**config.mk**
```make
export PLATFORM = sky130hd
export DESIGN_NAME = ppm_stream_decoder_unit
export DESIGN_NICKNAME = d
export VERILOG_FILES = /design/src/rtl/core/ppm_sdu_pkg.sv /design/src/rtl/core/ppm_sdu_parser.sv /design/src/rtl/core/ppm_sdu_out_buf.sv /design/src/rtl/core/ppm_stream_decoder_unit.sv
export VERILOG_INCLUDE_DIRS = /design/src /design/src/rtl/core
export SDC_FILE = /design/constraint.sdc
export NUM_CORES = 1
export LEC_CHECK = 0
export BUFFER_PORTS_ARGS = -buffer_cell sky130_fd_sc_hd__buf_2
export CAP_MARGIN = 25
export CELL_PAD_IN_SITES_DETAIL_PLACEMENT = 2
export CELL_PAD_IN_SITES_GLOBAL_PLACEMENT = 2
export CORE_UTILIZATION = 45
export CTS_CLUSTER_SIZE = 12
export DETAILED_ROUTE_END_ITERATION = 10
export HOLD_SLACK_MARGIN = 0.12
export PLACE_DENSITY = 0.84
export SLEW_MARGIN = 0
export SYNTH_ARGS = -nofsm -noshare
export SYNTH_HDL_FRONTEND = slang
export SYNTH_HIERARCHICAL = 1
export SYNTH_SLANG_ARGS = --single-unit
```
**constraint.sdc**
```tcl
create_clock -name clk -period 29.8 [get_ports clk]
set_input_delay 0 -clock clk [delete_from_list [all_inputs] [get_ports clk]]
set_output_delay 0 -clock clk [all_outputs]
set_load 0.01 [all_outputs]
```
**src/rtl/core/ppm_stream_decoder_unit_assert.svh**
```systemverilog
// ----------------------------------------------------------------------------
// PPM stream decoder assertion macros
// Concurrent assertion wrappers, clocked on clk and disabled while rst is high.
// ----------------------------------------------------------------------------
`ifndef PPM_STREAM_DECODER_UNIT_ASSERT_SVH
`define PPM_STREAM_DECODER_UNIT_ASSERT_SVH

// A property that must hold at every clock edge outside reset.
`define PPM_SDU_ASSERT(lbl, prop, msg) \
  lbl: assert property (@(posedge clk) disable iff (rst) (prop)) else $error(msg);

// A condition that must be followed by a consequence at the next edge.
`define PPM_SDU_ASSERT_NEXT(lbl, ante, cons, msg) \
  lbl: assert property (@(posedge clk) disable iff (rst) (ante) |=> (cons)) else $error(msg);

`endif

```
**src/rtl/core/ppm_sdu_pkg.sv**
```systemverilog
// ----------------------------------------------------------------------------
// PPM stream decoder package
// Shared constants, status codes and the result type of the decoder.
// ----------------------------------------------------------------------------
`timescale 1ns / 1ps

package ppm_sdu_pkg;

  localparam int MAX_DIM         = 16384;
  localparam int TOKEN_LEN_LIMIT = 32;

  // Storage widths that follow from the limits above.
  localparam int DIM_W = $clog2(MAX_DIM + 1);
  localparam int PIX_W = 2 * DIM_W;
  localparam int LEN_W = $clog2(TOKEN_LEN_LIMIT);

  // Width of the dimension fields on the result.
  localparam int IMG_DIM_W = 15;

  localparam logic [7:0]  CH_P       = 8'h50;
  localparam logic [7:0]  CH_3       = 8'h33;
  localparam logic [7:0]  CH_6       = 8'h36;
  localparam logic [7:0]  CH_HASH    = 8'h23;
  localparam logic [7:0]  CH_ZERO    = 8'h30;
  localparam logic [7:0]  CH_NINE    = 8'h39;
  localparam logic [7:0]  CH_SPACE   = 8'h20;
  localparam logic [7:0]  CH_TAB     = 8'h09;
  localparam logic [7:0]  CH_LF      = 8'h0a;
  localparam logic [7:0]  CH_VT      = 8'h0b;
  localparam logic [7:0]  CH_FF      = 8'h0c;
  localparam logic [7:0]  CH_CR      = 8'h0d;
  localparam logic [31:0] SAMPLE_MAX  = 32'd255;
  localparam logic [31:0] PIXEL_ALPHA = 32'hff000000;

  typedef enum logic [1:0] {
    ST_OK          = 2'd0,
    ST_MALFORMED   = 2'd1,
    ST_UNSUPPORTED = 2'd2,
    ST_DIM_LIMIT   = 2'd3
  } status_t;

  typedef struct packed {
    logic [31:0]          pixel_value;
    status_t              status;
    logic                 image_done;
    logic [IMG_DIM_W-1:0] image_width;
    logic [IMG_DIM_W-1:0] image_height;
  } res_t;

endpackage

```
**src/rtl/core/ppm_sdu_parser.sv**
```systemverilog
// ----------------------------------------------------------------------------
// PPM stream decoder parser
// Header tokeniser, sample assembly and pixel counting, one byte per step.
// ----------------------------------------------------------------------------
`timescale 1ns / 1ps
`include "ppm_stream_decoder_unit_assert.svh"

module ppm_sdu_parser (
  input  logic               clk,
  input  logic               rst,
  input  logic               step,
  input  logic [7:0]         data_byte,
  input  logic               end_of_source,
  output logic               res_valid,
  output ppm_sdu_pkg::res_t  res
);

  typedef enum logic [5:0] {
    PH_MAGIC  = 6'b000001,
    PH_WIDTH  = 6'b000010,
    PH_HEIGHT = 6'b000100,
    PH_MAXVAL = 6'b001000,
    PH_BIN    = 6'b010000,
    PH_ASC    = 6'b100000
  } phase_t;

  typedef enum logic [1:0] {
    TERM_SPACE = 2'd0,
    TERM_HASH  = 2'd1,
    TERM_END   = 2'd2
  } term_t;

  localparam logic [ppm_sdu_pkg::LEN_W-1:0] LEN_LAST =
    ppm_sdu_pkg::LEN_W'(ppm_sdu_pkg::TOKEN_LEN_LIMIT - 1);

  phase_t                          phase, phase_next;
  logic                            ascii_mode, ascii_mode_next;
  logic [31:0]                     number_accum, number_accum_next;
  logic [ppm_sdu_pkg::LEN_W-1:0]   token_length, token_length_next;
  logic                            in_comment, in_comment_next;
  logic                            token_bad, token_bad_next;
  logic                            dim_over, dim_over_next;
  logic [ppm_sdu_pkg::DIM_W-1:0]   width_store, width_store_next;
  logic [ppm_sdu_pkg::DIM_W-1:0]   height_store, height_store_next;
  logic [1:0]                      channel_index, channel_index_next;
  logic [7:0]                      red_hold, red_hold_next;
  logic [7:0]                      green_hold, green_hold_next;
  logic [ppm_sdu_pkg::PIX_W-1:0]   pixels_left, pixels_left_next;
  logic                            finished, finished_next;

  logic                            byte_space;
  logic                            byte_hash;
  logic                            byte_digit;
  logic [35:0]                     accum_sum;
  logic                            accum_ovf;
  logic                            tok_char;
  logic                            do_finish;
  term_t                           fin_term;
  logic [31:0]                     fin_value;
  logic                            fin_bad;
  logic                            take;
  logic [7:0]                      sample;
  logic [ppm_sdu_pkg::PIX_W-1:0]   left_dec;

  function automatic ppm_sdu_pkg::res_t fail_res(input ppm_sdu_pkg::status_t st);
    ppm_sdu_pkg::res_t r;
    r            = '0;
    r.status     = st;
    r.image_done = 1'b1;
    return r;
  endfunction

  assign byte_space = (data_byte == ppm_sdu_pkg::CH_SPACE) || (data_byte == ppm_sdu_pkg::CH_TAB) ||
                      (data_byte == ppm_sdu_pkg::CH_CR) || (data_byte == ppm_sdu_pkg::CH_LF) ||
                      (data_byte == ppm_sdu_pkg::CH_FF) || (data_byte == ppm_sdu_pkg::CH_VT);
  assign byte_hash  = (data_byte == ppm_sdu_pkg::CH_HASH);
  assign byte_digit = (data_byte >= ppm_sdu_pkg::CH_ZERO) && (data_byte <= ppm_sdu_pkg::CH_NINE);

  // Ten times the accumulator plus the digit, wide enough to see a 32-bit overflow.
  assign accum_sum = {1'b0, number_accum, 3'b000} + {3'b000, number_accum, 1'b0} +
                     36'(data_byte - ppm_sdu_pkg::CH_ZERO);
  assign accum_ovf = |accum_sum[35:32];

  always_comb begin
    phase_next         = phase;
    ascii_mode_next    = ascii_mode;
    number_accum_next  = number_accum;
    token_length_next  = token_length;
    in_comment_next    = in_comment;
    token_bad_next     = token_bad;
    dim_over_next      = dim_over;
    width_store_next   = width_store;
    height_store_next  = height_store;
    channel_index_next = channel_index;
    red_hold_next      = red_hold;
    green_hold_next    = green_hold;
    pixels_left_next   = pixels_left;
    finished_next      = finished;
    res_valid          = 1'b0;
    res                = '0;
    tok_char           = 1'b0;
    do_finish          = 1'b0;
    fin_term           = TERM_END;
    fin_value          = '0;
    fin_bad            = 1'b0;
    take               = 1'b0;
    sample             = data_byte;
    left_dec           = '0;

    if (!finished) begin
      unique case (phase)
        PH_MAGIC: begin
          if (token_length == '0) begin
            if (data_byte != ppm_sdu_pkg::CH_P) begin
              res_valid = 1'b1; res = fail_res(ppm_sdu_pkg::ST_UNSUPPORTED); finished_next = 1'b1;
            end else begin
              token_length_next = ppm_sdu_pkg::LEN_W'(1);
            end
          end else if (token_length == ppm_sdu_pkg::LEN_W'(1)) begin
            if ((data_byte != ppm_sdu_pkg::CH_3) && (data_byte != ppm_sdu_pkg::CH_6)) begin
              res_valid = 1'b1; res = fail_res(ppm_sdu_pkg::ST_UNSUPPORTED); finished_next = 1'b1;
            end else begin
              ascii_mode_next   = (data_byte == ppm_sdu_pkg::CH_3);
              token_length_next = ppm_sdu_pkg::LEN_W'(2);
            end
          end else if (byte_space || byte_hash) begin
            if (token_length != ppm_sdu_pkg::LEN_W'(2)) begin
              res_valid = 1'b1; res = fail_res(ppm_sdu_pkg::ST_UNSUPPORTED); finished_next = 1'b1;
            end else begin
              token_length_next = '0;
              number_accum_next = '0;
              in_comment_next   = byte_hash;
              phase_next        = PH_WIDTH;
            end
          end else if (token_length >= LEN_LAST) begin
            res_valid = 1'b1; res = fail_res(ppm_sdu_pkg::ST_MALFORMED); finished_next = 1'b1;
          end else begin
            token_length_next = token_length + 1'b1;
          end
        end
        PH_BIN: begin
          take = 1'b1;
        end
        default: begin
          if (in_comment) begin
            if (data_byte == ppm_sdu_pkg::CH_LF) begin
              in_comment_next = 1'b0;
            end
          end else if (token_length == '0) begin
            if (byte_hash) begin
              in_comment_next = 1'b1;
            end else if (!byte_space) begin
              tok_char = 1'b1;
            end
          end else if (byte_space) begin
            do_finish = 1'b1;
            fin_term  = TERM_SPACE;
          end else if (byte_hash) begin
            do_finish = 1'b1;
            fin_term  = TERM_HASH;
          end else begin
            tok_char = 1'b1;
          end
        end
      endcase

      // A token that fills the capacity is closed at once as a bad token.
      if (tok_char) begin
        if (token_length >= LEN_LAST) begin
          token_bad_next = 1'b1;
          do_finish      = 1'b1;
          fin_term       = TERM_END;
        end else begin
          token_length_next = token_length + 1'b1;
          if (!byte_digit || accum_ovf) begin
            token_bad_next = 1'b1;
          end else begin
            number_accum_next = accum_sum[31:0];
          end
        end
      end
    end

    // The last byte of the source closes a token still open in the header or samples.
    if (end_of_source && !finished_next && !do_finish && (token_length_next != '0) &&
        (phase != PH_MAGIC) && (phase != PH_BIN)) begin
      do_finish = 1'b1;
      fin_term  = TERM_END;
    end

    if (do_finish) begin
      fin_value         = number_accum_next;
      fin_bad           = token_bad_next;
      token_length_next = '0;
      number_accum_next = '0;
      token_bad_next    = 1'b0;
      if (fin_term == TERM_HASH) begin
        in_comment_next = 1'b1;
      end
      if (phase == PH_ASC) begin
        if (fin_bad || (fin_value > ppm_sdu_pkg::SAMPLE_MAX)) begin
          res_valid = 1'b1; res = fail_res(ppm_sdu_pkg::ST_MALFORMED); finished_next = 1'b1;
        end else begin
          take   = 1'b1;
          sample = fin_value[7:0];
        end
      end else if (fin_bad) begin
        res_valid = 1'b1; res = fail_res(ppm_sdu_pkg::ST_UNSUPPORTED); finished_next = 1'b1;
      end else if ((phase == PH_WIDTH) || (phase == PH_HEIGHT)) begin
        if (fin_value == '0) begin
          res_valid = 1'b1; res = fail_res(ppm_sdu_pkg::ST_UNSUPPORTED); finished_next = 1'b1;
        end else begin
          if (fin_value > 32'(ppm_sdu_pkg::MAX_DIM)) begin
            dim_over_next = 1'b1;
          end
          if (phase == PH_WIDTH) begin
            width_store_next = fin_value[ppm_sdu_pkg::DIM_W-1:0];
            phase_next       = PH_HEIGHT;
          end else begin
            height_store_next = fin_value[ppm_sdu_pkg::DIM_W-1:0];
            phase_next        = PH_MAXVAL;
          end
        end
      end else if (phase == PH_MAXVAL) begin
        if (fin_value != ppm_sdu_pkg::SAMPLE_MAX) begin
          res_valid = 1'b1; res = fail_res(ppm_sdu_pkg::ST_UNSUPPORTED); finished_next = 1'b1;
        end else if (!ascii_mode && (fin_term != TERM_SPACE)) begin
          res_valid = 1'b1; res = fail_res(ppm_sdu_pkg::ST_MALFORMED); finished_next = 1'b1;
        end else if (dim_over) begin
          res_valid = 1'b1; res = fail_res(ppm_sdu_pkg::ST_DIM_LIMIT); finished_next = 1'b1;
        end else begin
          phase_next         = ascii_mode ? PH_ASC : PH_BIN;
          pixels_left_next   = ppm_sdu_pkg::PIX_W'(width_store) *
                               ppm_sdu_pkg::PIX_W'(height_store);
          channel_index_next = '0;
        end
      end
    end

    if (take) begin
      unique case (channel_index)
        2'd0: begin
          red_hold_next      = sample;
          channel_index_next = 2'd1;
        end
        2'd1: begin
          green_hold_next    = sample;
          channel_index_next = 2'd2;
        end
        default: begin
          channel_index_next = 2'd0;
          left_dec           = (pixels_left != '0) ? pixels_left - 1'b1 : pixels_left;
          pixels_left_next   = left_dec;
          res_valid          = 1'b1;
          res.pixel_value    = ppm_sdu_pkg::PIXEL_ALPHA | {8'h00, red_hold, green_hold, sample};
          res.status         = ppm_sdu_pkg::ST_OK;
          res.image_done     = (left_dec == '0);
          res.image_width    = ppm_sdu_pkg::IMG_DIM_W'(width_store);
          res.image_height   = ppm_sdu_pkg::IMG_DIM_W'(height_store);
          if (left_dec == '0) begin
            finished_next = 1'b1;
          end
        end
      endcase
    end

    // A source that ends before its image is complete is an error, and the
    // decoder then starts afresh for the next source.
    if (end_of_source) begin
      if (!finished_next) begin
        res_valid = 1'b1;
        if ((phase_next == PH_BIN) || (phase_next == PH_ASC)) begin
          res = fail_res(ppm_sdu_pkg::ST_MALFORMED);
        end else begin
          res = fail_res(ppm_sdu_pkg::ST_UNSUPPORTED);
        end
      end
      phase_next         = PH_MAGIC;
      ascii_mode_next    = 1'b0;
      number_accum_next  = '0;
      token_length_next  = '0;
      in_comment_next    = 1'b0;
      token_bad_next     = 1'b0;
      dim_over_next      = 1'b0;
      width_store_next   = '0;
      height_store_next  = '0;
      channel_index_next = '0;
      red_hold_next      = '0;
      green_hold_next    = '0;
      pixels_left_next   = '0;
      finished_next      = 1'b0;
    end
  end

  always_ff @(posedge clk) begin
    if (rst) begin
      phase         <= PH_MAGIC;
      ascii_mode    <= 1'b0;
      number_accum  <= '0;
      token_length  <= '0;
      in_comment    <= 1'b0;
      token_bad     <= 1'b0;
      dim_over      <= 1'b0;
      width_store   <= '0;
      height_store  <= '0;
      channel_index <= '0;
      red_hold      <= '0;
      green_hold    <= '0;
      pixels_left   <= '0;
      finished      <= 1'b0;
    end else if (step) begin
      phase         <= phase_next;
      ascii_mode    <= ascii_mode_next;
      number_accum  <= number_accum_next;
      token_length  <= token_length_next;
      in_comment    <= in_comment_next;
      token_bad     <= token_bad_next;
      dim_over      <= dim_over_next;
      width_store   <= width_store_next;
      height_store  <= height_store_next;
      channel_index <= channel_index_next;
      red_hold      <= red_hold_next;
      green_hold    <= green_hold_next;
      pixels_left   <= pixels_left_next;
      finished      <= finished_next;
    end
  end

  `PPM_SDU_ASSERT(a_quiet_when_finished, finished |-> !res_valid, "result after image end")
  `PPM_SDU_ASSERT_NEXT(a_restart_after_source, step && end_of_source, (phase == PH_MAGIC) && !finished, "no restart after source end")
  `PPM_SDU_ASSERT_NEXT(a_done_sets_finished, step && res_valid && res.image_done && !end_of_source, finished, "done result left decoder running")

endmodule

```
**src/rtl/core/ppm_sdu_out_buf.sv**
```systemverilog
// ----------------------------------------------------------------------------
// PPM stream decoder output buffer
// Two-entry result queue: an output register backed by a skid slot.
// ----------------------------------------------------------------------------
`timescale 1ns / 1ps
`include "ppm_stream_decoder_unit_assert.svh"

module ppm_sdu_out_buf (
  input  logic               clk,
  input  logic               rst,
  input  logic               push,
  input  ppm_sdu_pkg::res_t  push_res,
  input  logic               out_stall,
  output logic               out_valid,
  output ppm_sdu_pkg::res_t  head,
  output logic               space
);

  logic [1:0]         count, count_next;
  logic               pop;
  ppm_sdu_pkg::res_t  slot0;
  ppm_sdu_pkg::res_t  slot1;

  assign out_valid = (count != 2'd0);
  assign pop       = out_valid && !out_stall;
  assign space     = !count[1];
  assign head      = slot0;

  always_comb begin
    unique case ({push, pop})
      2'b10:   count_next = count + 2'd1;
      2'b01:   count_next = count - 2'd1;
      default: count_next = count;
    endcase
  end

  always_ff @(posedge clk) begin
    if (rst) begin
      count <= 2'd0;
    end else begin
      count <= count_next;
    end
  end

  // The head beat moves on only when taken; the skid slot refills it when full, else a pushed beat does.
  always_ff @(posedge clk) begin
    unique case (count)
      2'd0: begin
        if (push) begin
          slot0 <= push_res;
        end
      end
      2'd1: begin
        if (push && pop) begin
          slot0 <= push_res;
        end else if (push) begin
          slot1 <= push_res;
        end
      end
      default: begin
        if (pop) begin
          slot0 <= slot1;
        end
      end
    endcase
  end

  `PPM_SDU_ASSERT(a_no_overflow, push |-> (count != 2'd2), "push into full buffer")
  `PPM_SDU_ASSERT(a_count_range, count != 2'd3, "buffer count out of range")
  `PPM_SDU_ASSERT_NEXT(a_skid_moves_up, (count == 2'd2) && pop, slot0 == $past(slot1), "skid beat lost")

endmodule

```
**src/rtl/core/ppm_stream_decoder_unit.sv**
```systemverilog
// ----------------------------------------------------------------------------
// PPM stream decoder unit
// Decodes a P6 or P3 PPM byte stream into opaque ARGB8888 pixel beats.
// ----------------------------------------------------------------------------
// The input channel takes one source byte per beat on data_byte, with
// end_of_source high on the final byte of each source. The output channel
// gives one beat per pixel, or a single error beat with a non-zero status,
// zero pixel and dimensions, and image_done high. image_done also marks the
// last pixel of an image. Header bytes and bytes after the end of an image
// give no beat.
// A beat is taken at a rising edge where valid is high and stall is low.
// One byte is taken in every cycle while in_stall is low. A byte is decoded
// while it sits in the input register, and its result is registered in a
// two-entry output queue that holds results for the receiver.
// While the receiver stalls, header bytes still flow; once the queue is full,
// in_stall rises on the first byte that would give another result.
// Reset clears the decoder to expect a new magic token and empties the queue.
// The final byte of every source leaves the decoder ready for the next one.
// ----------------------------------------------------------------------------
`timescale 1ns / 1ps

module ppm_stream_decoder_unit (
  input  logic                              clk,
  input  logic                              rst,
  input  logic                              in_valid,
  output logic                              in_stall,
  input  logic [7:0]                        data_byte,
  input  logic                              end_of_source,
  output logic                              out_valid,
  input  logic                              out_stall,
  output logic [31:0]                       pixel_value,
  output logic [1:0]                        status,
  output logic                              image_done,
  output logic [ppm_sdu_pkg::IMG_DIM_W-1:0] image_width,
  output logic [ppm_sdu_pkg::IMG_DIM_W-1:0] image_height
);

  logic               s1_valid;
  logic [7:0]         s1_byte;
  logic               s1_last;
  logic               in_take;
  logic               consume;
  logic               res_valid;
  ppm_sdu_pkg::res_t  res;
  ppm_sdu_pkg::res_t  head;
  logic               space;

  // The held byte is decoded when its result, if any, has room in the queue.
  assign consume  = s1_valid && (!res_valid || space);
  assign in_stall = s1_valid && !consume;
  assign in_take  = in_valid && !in_stall;

  always_ff @(posedge clk) begin
    if (rst) begin
      s1_valid <= 1'b0;
    end else if (in_take) begin
      s1_valid <= 1'b1;
    end else if (consume) begin
      s1_valid <= 1'b0;
    end
  end

  always_ff @(posedge clk) begin
    if (in_take) begin
      s1_byte <= data_byte;
      s1_last <= end_of_source;
    end
  end

  ppm_sdu_parser u_parser (
    .clk           (clk),
    .rst           (rst),
    .step          (consume),
    .data_byte     (s1_byte),
    .end_of_source (s1_last),
    .res_valid     (res_valid),
    .res           (res)
  );

  ppm_sdu_out_buf u_out_buf (
    .clk       (clk),
    .rst       (rst),
    .push      (consume && res_valid),
    .push_res  (res),
    .out_stall (out_stall),
    .out_valid (out_valid),
    .head      (head),
    .space     (space)
  );

  assign pixel_value  = head.pixel_value;
  assign status       = head.status;
  assign image_done   = head.image_done;
  assign image_width  = head.image_width;
  assign image_height = head.image_height;

endmodule
```
After elaboration in Yosys (flattened, before gate mapping)
Index checks and enable logic that the tools add are counted.
Storage, ports and cells
  word-level logic and storage cells: 374
  input bits: 13
  flip-flop bits (word level): 268
  output and inout port bits: 67
Operators by class
  bitwise gates (word level): 1
  $add $sub $neg: 7
  reduce and logical (&&, ||, !) cells: 69
  multiplexer cells: 219
  multiply operators: 1
  order comparisons: 5
  eq/ne operators: 44
Operator list (number)
  65-bit 2-to-1 mux: 22
  32-bit 2-to-1 mux: 12
  30-bit 2-to-1 mux: 12
  15-bit 2-to-1 mux: 14
  33-bit 2-to-1 mux: 4
  65-bit one-hot mux with 2 select lines: 1
  6-bit 2-to-1 mux: 17
  1-bit 2-to-1 mux: 92
  8-bit 2-to-1 mux: 9
  5-bit 2-to-1 mux: 13
  8-bit by 4-bit == test with 1-bit output, second input constant: 5
  2-bit 2-to-1 mux: 19
  35-bit by 33-bit adder with 36-bit output: 1
  36-bit adder: 1
  32-bit by 15-bit greater-than comparator with 1-bit output, second input constant: 1
  32-bit by 8-bit greater-than comparator with 1-bit output, second input constant: 1
  32-bit zero test: 1
  32-bit by 8-bit != test with 1-bit output, second input constant: 1
  30-bit zero test: 1
  15-bit by 15-bit multiplier with 30-bit output: 1
  30-bit nonzero test: 1
  30-bit by 1-bit subtractor with 30-bit output, second input constant: 1
  2-bit nonzero test: 13
  8-bit by 6-bit == test with 1-bit output, second input constant: 3
  other kinds (42): 100

Depth between registers and ports, before layout
Gate-level depths: netlist of the first run.
  depth in word-level cells: 42
  gate-level depth with buffers: 28
  gate-level depth less buffers: 26

Hierarchy
The synthesis of the first run kept the hierarchy.
By module, submodules not included
  ppm_sdu_parser: instances 1, seq. area each 2522.4 um^2, cells each 2217, area an instance 18108.6 um^2
  ppm_sdu_out_buf: instances 1, seq. area each 3943.8 um^2, cells each 225, area an instance 5039.8 um^2
  ppm_stream_decoder_unit: instances 1, seq. area each 290.3 um^2, cells each 18, area an instance 339.1 um^2

Worst setup path after synthesis of the first run
Ideal clock, no wire load.
  path kind: reg-to-reg
  from: register s1_byte[4]
  to: register u_out_buf.slot0 (netlist bit u_out_buf/head[0]) (enable)
  setup time: 593 ps
  data required time: 29207 ps
  setup slack: 16453 ps
  data arrival time: 12753 ps
  path buffers: 1
  clock period less this slack: 13347 ps
  cell stages (with the launch flop): 25
  path through: edfxtp_1 ha_1 nor3_1 fa_1 ha_1 buf_2 a21o_1 a311oi_1 o221ai_1 nand2b_1 a311oi_1 nor4_1 a2111oi_4 nand4_1 nand3b_1 a22oi_1 a2111o_1 o22ai_1 a21oi_1 nand4_1 nand2_1 nor2_1 ha_1 nor2b_1 a221oi_1
On the way
  word-level cells in the longest chain between the ends: 41
  elaborated cells on any way between the ends: 132
  those cells by class: 2 x add/sub; 3 x order compare; 13 x eq/ne; 85 x mux; 29 x reduce/logical
RTL lines
  start: declaration: RTL line ppm_stream_decoder_unit.sv:39  | logic [7:0] s1_byte;
  start signal: assignment: RTL line ppm_stream_decoder_unit.sv:65  | s1_byte <= data_byte;
  parallel branches: the longest is 33 deep, another holds 36-bit adder
  1-bit 2-to-1 mux (*): RTL line ppm_sdu_parser.sv:269  | if (end_of_source) begin
  named net res_valid: RTL line ppm_stream_decoder_unit.sv:43  | logic res_valid;
  1-bit zero test: RTL line ppm_stream_decoder_unit.sv:49  | assign consume = s1_valid && (!res_valid || space);
  1-bit logical OR: RTL line ppm_stream_decoder_unit.sv:49
  1-bit logical AND: RTL line ppm_stream_decoder_unit.sv:49
  1-bit logical AND (*): RTL line ppm_stream_decoder_unit.sv:83  | .push (consume && res_valid),
  1-bit logical AND: RTL line ppm_sdu_out_buf.sv:54  | if (push && pop) begin
  2-bit by 1-bit != test with 1-bit output (no line)
  3-bit AND reduction (no line) (*)
  end signal: assignment: RTL line ppm_sdu_out_buf.sv:50  | slot0 <= push_res;
  end signal: assignment: RTL line ppm_sdu_out_buf.sv:55  | slot0 <= push_res;
  end signal: assignment: RTL line ppm_sdu_out_buf.sv:62  | slot0 <= slot1;
  end: declaration: RTL line ppm_sdu_out_buf.sv:21  | ppm_sdu_pkg::res_t slot0;
Mark *: on every way through the listed nets, which the timed path passes. The select of a mux whose other input is x is not followed.
A chain may end at the register's enable or synchronous reset.

Final worst setup path of the first run
  from: register s1_byte[4]
  to: register u_parser/pixels_left[11] in the netlist's numbering
On the way
  word-level cells in the longest chain between the ends: 37
  elaborated cells on any way between the ends: 137
  those cells by class: 2 x add/sub; 3 x order compare; 11 x eq/ne; 95 x mux; 26 x reduce/logical
RTL lines
  parallel branches: the longest is 33 deep, another holds 36-bit adder
  1-bit 2-to-1 mux (*): RTL line ppm_sdu_parser.sv:269
  named net res_valid: RTL line ppm_stream_decoder_unit.sv:43
  1-bit zero test (*): RTL line ppm_stream_decoder_unit.sv:49
  1-bit logical OR (*): RTL line ppm_stream_decoder_unit.sv:49
  1-bit logical AND (*): RTL line ppm_stream_decoder_unit.sv:49
  named net consume: RTL line ppm_stream_decoder_unit.sv:42  | logic consume;
  end signal: assignment: RTL line ppm_sdu_parser.sv:324  | pixels_left <= pixels_left_next;
  end: declaration: RTL line ppm_sdu_parser.sv:48  | logic [ppm_sdu_pkg::PIX_W-1:0] pixels_left, pixels_left_next;
Marked as above.

==> results.py, run 1 <==
metrics = {
    "synthesis": {
        "yosysWarnings": 6,
        "synthDistinctLibCells": 98,
        "synth_area_um2": 23500,
        "synth.top_cells.by_area": "edfxtp_1, fa_1, dfxtp_1",
        "synth-seq-cells": 268,
        "synth-main-ff-cell": "edfxtp_1",
        "synthCells": 2460,
        "synth_edf_count": 139,
        "synth_commonest_cells": "nand2_1, inv_1, fa_1",
        "ys_seq_area_share_pct": 28.8,
        "yosysTopAreaCellShare_pct": 17.8,
        "syn_nets": 2817,
        "yosysTopAreaCell": "edfxtp_1",
        "syn_area_per_cell_um2": 9.55,
        "postSynth.asyncResetShare_pct": 0,
        "synth_most_common_cell": "nand2_1",
    },
    "critical_path": {
        "path_delay_family": "compound AO/OA/AOI/OAI gates",
        "cp_num_buf_inv": 4,
        "path_class": "reg -> reg",
        "regToRegSetupSlack_ns": 19.58,
        "max_stage_delay_ns": 0.76,
        "critPathMaxFanout": 32,
        "worst_setup_path_start_kind": "flop",
        "crit_path_top_delay_cell": "nor2_1",
        "cp.arrival_ns": 10.71,
        "worstPathRequired_ns": 30.29,
        "end_kind": "flop",
    },
    "clock_tree": {
        "cts.htree.levels": 2,
        "clk_path_buf_depth": 3,
        "root_buffer": "clkbuf_16",
        "cts_sinks": 268,
        "clk_latency_ns": 0.62,
        "ctsResizeCount": 0,
        "cts_tree": "built",
        "cts.clk_slew.worst_paths_ns": 0.07,
        "numCtsBuffers": 35,
    },
    "run_status": {
        "outcome": "finished with violations",
        "violations": "capacitance limit, slew limit",
    },
    "cells_and_area": {
        "area_growth_pct": 10.3,
        "fin_nets": 2852,
        "fin_util_pct": 50.4,
        "drive_above_1_share_pct": 11.2,
        "stdcell_count": 3206,
    },
    "route": {
        "wire_per_inst_um": 41.4,
        "drt_wl_total_um": 133000,
        "vias": 23400,
        "avgViaCountPerCell": 7.30,
        "ant_nets": 0,
        "drt_pass1_iterations": 7,
        "drt_iter0_drc": 3196,
        "drc_errors": 0,
    },
    "timing": {
        "setup_viol": 0,
        "min_period_over_period_pct": 34.3,
        "rsz0062_at_grt": "false",
        "slew_violations": 9,
        "hold_viol_final": 0,
        "period_needed_ns": 10.22,
        "fmax_mhz": 97.8,
        "worstMarginPinSlew_ns": 1.85,
        "fin_skew_ns": 0.0820,
        "fin_tns_setup_ns": 0,
        "relSlewSlack_pct": -24.7,
    },
    "placement": {
        "dp_hpwl_um": 68400,
        "gp_congestion": 0.893,
        "dp.cells": 3118,
        "port-buffer-count": 79,
    },
    "global_route": {
        "overflow": 0,
        "antenna_found_initial": 14,
        "grt_max_degree": 71,
        "grt_pass1_vias": 24600,
        "grt_pass1_wl_um": 178000,
        "grt_use_total_pct": 46.0,
    },
    "power": {
        "finalPower_mw": 1.27,
        "p_per_area_nw_per_um2": 49.0,
        "leakage_nw": 11.5,
        "vdd_drop_max_uv": 50.5,
    },
    "die": {
        "fp.coreArea_um2": 51400,
        "io_pins": 80,
        "die_height_um": 230,
        "start_util_pct": 45.7,
        "die_w_um": 230,
        "die-area_um2": 53100,
        "row_count": 83,
    },
    "worst_hold_path": {
        "worstHoldPathType": "in -> reg",
    },
    "run": {
        "maxCapViolCount": 2,
    },
}
==> worst register-to-register path, stage by stage (launching register included) <==
cell and delay, ns:
edfxtp_1 0.56, ha_1 0.40, nor3_2 0.15, buf_4 0.47, fa_1 0.53, ha_1 0.54, nand3_1 0.23, nor3_2 0.29
inv_1 0.10, o31a_1 0.28, a21boi_1 0.40, a21oi_1 0.19, a2111oi_4 0.33, and4_2 0.53, nand4_4 0.22, a22oi_1 0.60
a2111o_1 0.26, o22ai_1 0.26, a21oi_1 0.40, nand4_1 0.21, a21boi_2 0.16, buf_4 0.42, inv_1 0.38, nor2_1 0.76
o21ai_0 0.52, a2111oi_0 0.68, a311o_1 0.22
==> repair_timing <==
action                                 4_1_cts  5_1_grt
endpoints found under the hold margin       54        0
buffers inserted                             0        0
hold buffers                                11        0
==> cell type report <==
cell class	instances	area, um2
Antenna cell	4	10.0
Clock buffer	53	1020
Clock inverter	11	173
Fill cell	5272	25500
Inverter	216	811
Multi-Input combinational cell	1841	15400
Sequential cell	268	6760
Tap cell	680	851
Timing Repair Buffer	133	910
==> metal layers <==
layer	routed length [um]	GRT usage (%)
met1	43900	53.4
met3	17700	14.6
met4	13300	33.3
met2	57400	71.6
met5	354	0.827
==> cells by family after synthesis <==
logic type / after synthesis / share of synthesized area, %
AND/OR/NAND/NOR: 860 / 18.7
AO/OA/AOI/OAI: 482 / 14.6
buffers and inverters: 351 / 6.00
adder cells (fa/ha/maj): 344 / 24.7
flip-flops: 268 / 28.8
multiplexers: 95 / 5.02
XOR/XNOR: 60 / 2.24
==> report_power, final <==
group	switching, mW	internal [mW]	total [mW]
clock	0.214	0.266	0.480
combinational	0.193	0.0991	0.292
sequential	0.0360	0.461	0.497
total	0.442	0.826	1.27
==> registers in the layout, summed over array words and instances, names as in the netlist <==
name,cells
u_out_buf/count,2
u_parser/green_hold,8
u_parser/channel_index,2
s1_valid,1
u_parser/token_length,5
u_parser/number_accum,32
u_parser/pixels_left,30
u_parser/ascii_mode,1
u_parser/finished,1
u_parser/phase,6
u_parser/width_store,15
u_parser/in_comment,1
u_parser/height_store,15
u_parser/red_hold,8
u_out_buf/slot1,65
s1_last,1
u_parser/token_bad,1
u_out_buf/head,65
s1_byte,8
u_parser/dim_over,1
==> through the flow <==
step	area, um2	hold WS, ns	setup slack [ns]
finish	25900	0.125	19.58
detailed placement	24400	0.181	20.78
global placement	24400	0.177	21.28
floorplan	23500	0.0724	16.45
global route	25900	0.128	19.28
CTS	25700	0.123	20.36
==> cells in the final DEF, fill, tap and decap left out, types with 54 or more instances in the layout <==
master / Yosys / final
a21oi_1: 98 / 97
and2_1: 159 / 158
buf_2: 22 / 78
dfxtp_1: 129 / 129
edfxtp_1: 139 / 139
fa_1: 198 / 198
ha_1: 146 / 146
inv_1: 216 / 216
nand2_1: 241 / 241
nand3_1: 54 / 54
nor2_1: 161 / 161
o21ai_0: 78 / 78
==> final timing paths <==
check                                             from                       end  cells after the start
worst max-delay path                        s1_byte[4]  u_parser/pixels_left[11]                     26
worst min-delay path                      data_byte[4]                s1_byte[4]                      2
worst max register to register              s1_byte[4]  u_parser/pixels_left[11]                     26
worst min register to register  u_parser/green_hold[6]    u_parser/green_hold[6]                      1
No activity file was read; power rests on OpenSTA's default activity.
==> run 2, diff against run 1 <==
--- a/config.mk
+++ b/config.mk
@@ -10,11 +10,11 @@
 export CAP_MARGIN = 25
 export CELL_PAD_IN_SITES_DETAIL_PLACEMENT = 2
 export CELL_PAD_IN_SITES_GLOBAL_PLACEMENT = 2
-export CORE_UTILIZATION = 45
+export CORE_UTILIZATION = 42
 export CTS_CLUSTER_SIZE = 12
 export DETAILED_ROUTE_END_ITERATION = 10
 export HOLD_SLACK_MARGIN = 0.12
-export PLACE_DENSITY = 0.84
+export PLACE_DENSITY = 0.79
 export SLEW_MARGIN = 0
 export SYNTH_ARGS = -nofsm -noshare
 export SYNTH_HDL_FRONTEND = slang
==> constraint.sdc (replaced) <==
create_clock -name clk -period 10.07 [get_ports clk]
set_input_delay 0 -clock clk [delete_from_list [all_inputs] [get_ports clk]]
set_output_delay 0 -clock clk [all_outputs]
set_load 0.01 [all_outputs]
==> run 2 against run 1 <==
The flow now finishes without violations. Combinational power rose to 2.7 times the previous value. Setup slack worse by 18 ns. Clock power rose to 2.9 times the previous value. Via count down 16%. Final cell count up 2.2%. Wire length down 33%. Critical path depth unchanged. Largest power group unchanged. First-iteration DRC count down 64%. Worst hold slack better by 0.025 ns. Critical endpoint is now u_parser/pixels_left[6].
==> results.py, run 2 (synthesis gave the netlist of run 1 again) <==
metrics = {
    "timing": {
        "setup_viol": 0,
        "period_needed_ns": 8.80,
        "worst_slack_ns": 1.27,
        "fin_tns_setup_ns": 0,
        "slew_violations": 0,
        "fin_skew_ns": 0.0318,
        "rsz0062_at_grt": "false",
        "min_period_over_period_pct": 87.4,
        "hold_slack_ns": 0.150,
        "hold_viol_final": 0,
        "worstMarginPinSlew_ns": 1.14,
        "relSlewSlack_pct": 23.4,
        "fmax_mhz": 114,
    },
    "clock_tree": {
        "cts.clk_slew.worst_paths_ns": 0.06,
        "ctsResizeCount": 0,
        "clk_latency_ns": 0.58,
        "clk_path_buf_depth": 3,
        "numCtsBuffers": 35,
        "root_buffer": "clkbuf_16",
        "cts.htree.levels": 2,
        "ctsHoldBuffers": 14,
        "cts_sinks": 268,
        "cts_tree": "built",
        "postCtsSetupBuffers": 0,
    },
    "critical_path": {
        "critPathMaxFanout": 27,
        "cp_num_buf_inv": 3,
        "max_stage_delay_ns": 0.58,
        "end_kind": "flop",
        "worstPathRequired_ns": 10.57,
        "cp.arrival_ns": 9.30,
        "path_delay_family": "compound AO/OA/AOI/OAI gates",
        "worst_setup_path_start_kind": "flop",
        "crit_path_top_delay_cell": "nor2_1",
        "path_class": "reg -> reg",
    },
    "global_route": {
        "grt_pass1_vias": 22100,
        "grt_max_degree": 71,
        "grt_pass1_wl_um": 136000,
        "overflow": 0,
        "antenna_found_initial": 2,
        "grt_use_total_pct": 31.2,
    },
    "placement": {
        "dp_hpwl_um": 62900,
        "dp_worst_setup_slack_ns": 1.50,
        "port-buffer-count": 79,
        "dp.cells": 3195,
        "gp_congestion": 0.889,
    },
    "power": {
        "vdd_drop_max_uv": 153,
        "finalPower_mw": 3.61,
        "p_per_area_nw_per_um2": 139,
        "leakage_nw": 11.5,
    },
    "die": {
        "start_util_pct": 42.5,
        "io_pins": 80,
        "die_w_um": 238,
        "die_height_um": 238,
        "die-area_um2": 56900,
        "row_count": 86,
        "fp.coreArea_um2": 55200,
    },
    "run": {
        "maxCapViolCount": 0,
    },
    "route": {
        "wire_per_inst_um": 27.2,
        "drt_pass1_iterations": 4,
        "ant_nets": 0,
        "drt_wl_total_um": 89000,
        "drt_iter0_drc": 1153,
        "vias": 19700,
        "avgViaCountPerCell": 6.01,
        "drc_errors": 0,
    },
    "cells_and_area": {
        "stdcell_count": 3276,
        "layout_common_cells": "nand2_1, inv_1, fa_1",
        "fin_nets": 2857,
        "area_growth_pct": 10.8,
        "layout_commonest_cell": "nand2_1",
        "drive_above_1_share_pct": 11.4,
    },
    "worst_hold_path": {
        "worstHoldPathType": "in -> reg",
    },
    "run_status": {
        "outcome": "complete, no violations",
    },
}
run 2: cell count changes in the layout (fill, tap and decap cells not counted), moves of 2 or more:
cell / before / now
buf_4: 37 / 43
clkbuf_8: 8 / 2
clkbuf_1: 10 / 6
bufinv_16: 3 / 6
clkinv_2: 0 / 3
clkinvlp_4: 1 / 4
dlygate4sd3_1: 11 / 14
buf_8: 2 / 0
diode_2: 4 / 2
run 2: layer usage:
| layer | GRT usage, % | vias to the layer above | wire, um |
|---|---|---|---|
| met2 | 55.2 | 464 | 44800 |
| met4 | 10.1 | 0 | 2570 |
| li1 | - | 8722 | - |
| met1 | 39.7 | 10400 | 38400 |
| met5 | 0 | - | 0 |
| met3 | 3.20 | 157 | 3210 |
run 2: power by group:
| part | internal (mW) | switching [mW] | total, mW |
|---|---|---|---|
| registers | 1.36 | 0.0815 | 1.44 |
| clock network | 0.819 | 0.564 | 1.38 |
| logic | 0.292 | 0.495 | 0.787 |
| total | 2.47 | 1.14 | 3.61 |
run 2: final cells by class:
class                           count  area (um2)
Sequential cell                   268        6760
Multi-Input combinational cell   1841       15400
Clock inverter                     20         305
Antenna cell                        2        5.00
Inverter                          216         811
Tap cell                          748         936
Fill cell                        5821       29200
Clock buffer                       43         926
Timing Repair Buffer              138         920
run 2: through the flow:
| step | area [um2] | utilization, % |
|---|---|---|
| 2_1_floorplan | 23500 | - |
| 3_3_place_gp | 24600 | 44.5 |
| 3_5_place_dp | 24600 | 44.6 |
| 4_1_cts | 26000 | 47.0 |
| 5_1_grt | 26000 | 47.1 |
| 6_report | 26000 | 47.1 |
run 2: final timing paths:
kind / slack [ns] / end / depth (start not counted) / from
setup / recovery: 1.27 / u_parser/pixels_left[6] / 26 / s1_byte[4]
hold / removal: 0.15 / s1_last / 2 / end_of_source
setup reg to reg: 1.27 / u_parser/pixels_left[6] / 26 / s1_byte[4]
hold reg to reg: 0.48 / u_parser/green_hold[6] / 1 / u_parser/green_hold[6]
==> run 3, diff against run 2 <==
--- a/config.mk
+++ b/config.mk
@@ -10,13 +10,12 @@
 export CAP_MARGIN = 25
 export CELL_PAD_IN_SITES_DETAIL_PLACEMENT = 2
 export CELL_PAD_IN_SITES_GLOBAL_PLACEMENT = 2
-export CORE_UTILIZATION = 42
+export CORE_UTILIZATION = 40
 export CTS_CLUSTER_SIZE = 12
 export DETAILED_ROUTE_END_ITERATION = 10
 export HOLD_SLACK_MARGIN = 0.12
-export PLACE_DENSITY = 0.79
+export PLACE_DENSITY = 0.77
 export SLEW_MARGIN = 0
 export SYNTH_ARGS = -nofsm -noshare
 export SYNTH_HDL_FRONTEND = slang
-export SYNTH_HIERARCHICAL = 1
 export SYNTH_SLANG_ARGS = --single-unit
==> run 3 against run 2 <==
Sequential power down 5%. Highest routed layer unchanged. Final area fell by 3.9%. Final cell count grew 3.0%. Largest cell class unchanged. Critical endpoint is now u_out_buf.head[17].
==> results.py, run 3 <==
metrics = {
    "run_status": {
        "outcome": "complete, no violations",
    },
    "timing": {
        "relSlewSlack_pct": 28.8,
        "hold_viol_final": 0,
        "fin_tns_setup_ns": 0,
        "worstMarginPinSlew_ns": 1.06,
        "period_needed_ns": 8.49,
        "setup_viol": 0,
        "slew_violations": 0,
        "rsz0062_at_grt": "false",
        "fmax_mhz": 118,
        "fin_skew_ns": 0.0158,
        "min_period_over_period_pct": 84.3,
    },
    "synthesis": {
        "postSynth.asyncResetShare_pct": 0,
        "synth_edf_count": 125,
        "yosysTopAreaCell": "fa_1",
        "synthDistinctLibCells": 89,
        "synth_commonest_cells": "nand2_1, inv_1, fa_1",
        "syn_nets": 2939,
        "ys_seq_area_share_pct": 27.8,
        "synth-seq-cells": 254,
        "synth_area_um2": 22800,
        "synthCells": 2582,
        "yosysWarnings": 0,
        "synth-main-ff-cell": "dfxtp_1",
        "yosysTopAreaCellShare_pct": 17.4,
        "synth.top_cells.by_area": "fa_1, edfxtp_1, dfxtp_1",
        "syn_area_per_cell_um2": 8.83,
        "synth_most_common_cell": "nand2_1",
    },
    "clock_tree": {
        "clk_latency_ns": 0.59,
        "cts.htree.levels": 1,
        "clk_path_buf_depth": 3,
        "root_buffer": "clkbuf_16",
        "ctsResizeCount": 0,
        "cts.clk_slew.worst_paths_ns": 0.06,
        "numCtsBuffers": 29,
        "cts_sinks": 254,
        "cts_tree": "built",
    },
    "route": {
        "drc_errors": 0,
        "avgViaCountPerCell": 5.76,
        "drt_iter0_drc": 1170,
        "wire_per_inst_um": 24.1,
        "drt_wl_total_um": 81400,
        "drt_pass1_iterations": 5,
        "vias": 19400,
        "ant_nets": 0,
    },
    "critical_path": {
        "critPathMaxFanout": 58,
        "r2r_end": "u_out_buf.head[17]",
        "worstPathRequired_ns": 10.31,
        "crit_path_end": "u_out_buf.head[17]",
        "reg2reg_from": "s1_byte[4]",
        "end_kind": "flop",
        "r2r_cells": 25,
        "worst_setup_path_start_kind": "flop",
        "crit_path_start": "s1_byte[4]",
        "path_class": "reg -> reg",
        "regToRegSetupSlack_ns": 1.58,
        "cp.arrival_ns": 8.72,
    },
    "cells_and_area": {
        "layout_commonest_cell": "nand2_1",
        "layout_common_cells": "nand2_1, inv_1, fa_1",
        "n_fill_cell": 6201,
        "stdcell_count": 3374,
        "fin_nets": 2954,
        "drive_above_1_share_pct": 8.48,
        "area_growth_pct": 9.62,
        "num_antenna_cells": 0,
    },
    "die": {
        "io_pins": 80,
        "die_w_um": 241,
        "start_util_pct": 40.5,
        "row_count": 87,
        "die_height_um": 241,
        "fp.coreArea_um2": 56400,
        "die-area_um2": 58000,
    },
    "global_route": {
        "grt_max_degree": 66,
        "overflow": 0,
        "grt_use_total_pct": 28.4,
        "grt_pass1_wl_um": 126000,
        "grt_pass1_vias": 21500,
        "antenna_found_initial": 0,
    },
    "placement": {
        "dp.cells": 3301,
        "dp_hpwl_um": 60600,
        "gp_congestion": 0.878,
        "port-buffer-count": 79,
    },
    "run": {
        "maxCapViolCount": 0,
    },
    "worst_hold_path": {
        "holdPathStages": 2,
        "worstHoldPathType": "in -> reg",
    },
    "power": {
        "vdd_drop_max_uv": 177,
        "leakage_nw": 11.0,
        "p_per_area_nw_per_um2": 131,
    },
}
[run 3: worst min-delay path by stage]
stage                        startpoint         end  slack (ns)
after floorplan            data_byte[0]  s1_byte[0]         0.1
after global placement     data_byte[0]  s1_byte[0]        0.18
after detailed placement   data_byte[2]  s1_byte[2]        0.18
after CTS                  data_byte[4]  s1_byte[4]        0.16
after global routing       data_byte[4]  s1_byte[4]        0.17
final                     end_of_source     s1_last        0.19
[run 3: cells by family (layout without fill, tap and decap cells)]
kind of cell	after synthesis	in the layout	share of synthesized area, %
flops	254	254	27.8
xor+xnor	64	64	2.46
compound gates	483	483	13.7
mux	67	67	3.09
simple gates	988	988	20.8
buf+inv	382	418	6.77
fa+ha+maj	344	344	25.4
[run 3: power by group]
part	internal (mW)	switching [mW]	total [mW]	leakage, nW
logic	0.236	0.581	0.817	8.26
clock network	0.614	0.473	1.09	0.458
registers	1.30	0.0670	1.37	2.27
total	2.15	1.12	3.27	11.0
[run 3: cell type report]
type                            count  area, um2  area share (%)
Inverter                          226        848            3.39
Sequential cell                   254       6340            25.3
Multi-Input combinational cell   1946      15000            59.9
Clock buffer                       40        807            3.23
Tap cell                          756        946            3.78
Clock inverter                     12        139           0.555
Timing Repair Buffer              140        948            3.79
[run 3: metrics by stage]
| stage | area, um2 | setup slack, ns | hold slack [ns] | power (mW) | utilization, % |
|---|---|---|---|---|---|
| global route | 25000 | 1.16 | 0.175 | 3.42 | 44.3 |
| detailed placement | 23800 | 1.29 | 0.180 | 2.19 | 42.2 |
| global placement | 23800 | 1.59 | 0.180 | 2.13 | 42.2 |
| finish | 25000 | 1.58 | 0.195 | 3.27 | 44.3 |
| CTS | 25000 | 1.18 | 0.164 | 3.30 | 44.3 |
| floorplan | 22800 | 0.647 | 0.0989 | 1.87 | - |
[run 3: critical path, cell delays in order, from the launching register on]
cell and delay (ns):
edfxtp_1 0.52, ha_1 0.34, nor3_4 0.54, buf_4 0.43, fa_1 0.49, ha_1 0.39
a21o_1 0.24, a311oi_1 0.36, o31ai_2 0.14, o31ai_1 0.32, a21oi_1 0.11, o211ai_1 0.24
o2111ai_1 0.20, or4_1 0.62, buf_16 0.22, mux2_4 0.31, and4bb_4 0.27, a21oi_2 0.15
buf_4 0.32, nand2_1 0.15, o21ai_0 0.62, inv_1 0.15, ha_1 0.23, nor2b_1 0.24
a221oi_4 0.05, buf_4 0.41
[run 3: what timing repair did]
action                     in CTS  in global routing
setup endpoints to repair       0                  0
setup buffers                   0                  0
hold endpoints to repair       48                  0
hold buffers                   19                  0
[run 3: routing by layer]
| metal | track usage [%] | vias to the layer above | routed length [um] |
|---|---|---|---|
| li1 | - | 8817 | - |
| met1 | 37.6 | 10100 | 36400 |
| met2 | 48.7 | 413 | 39400 |
| met3 | 3.40 | 124 | 3180 |
| met4 | 8.19 | 0 | 2430 |
| met5 | 0 | - | 0 |
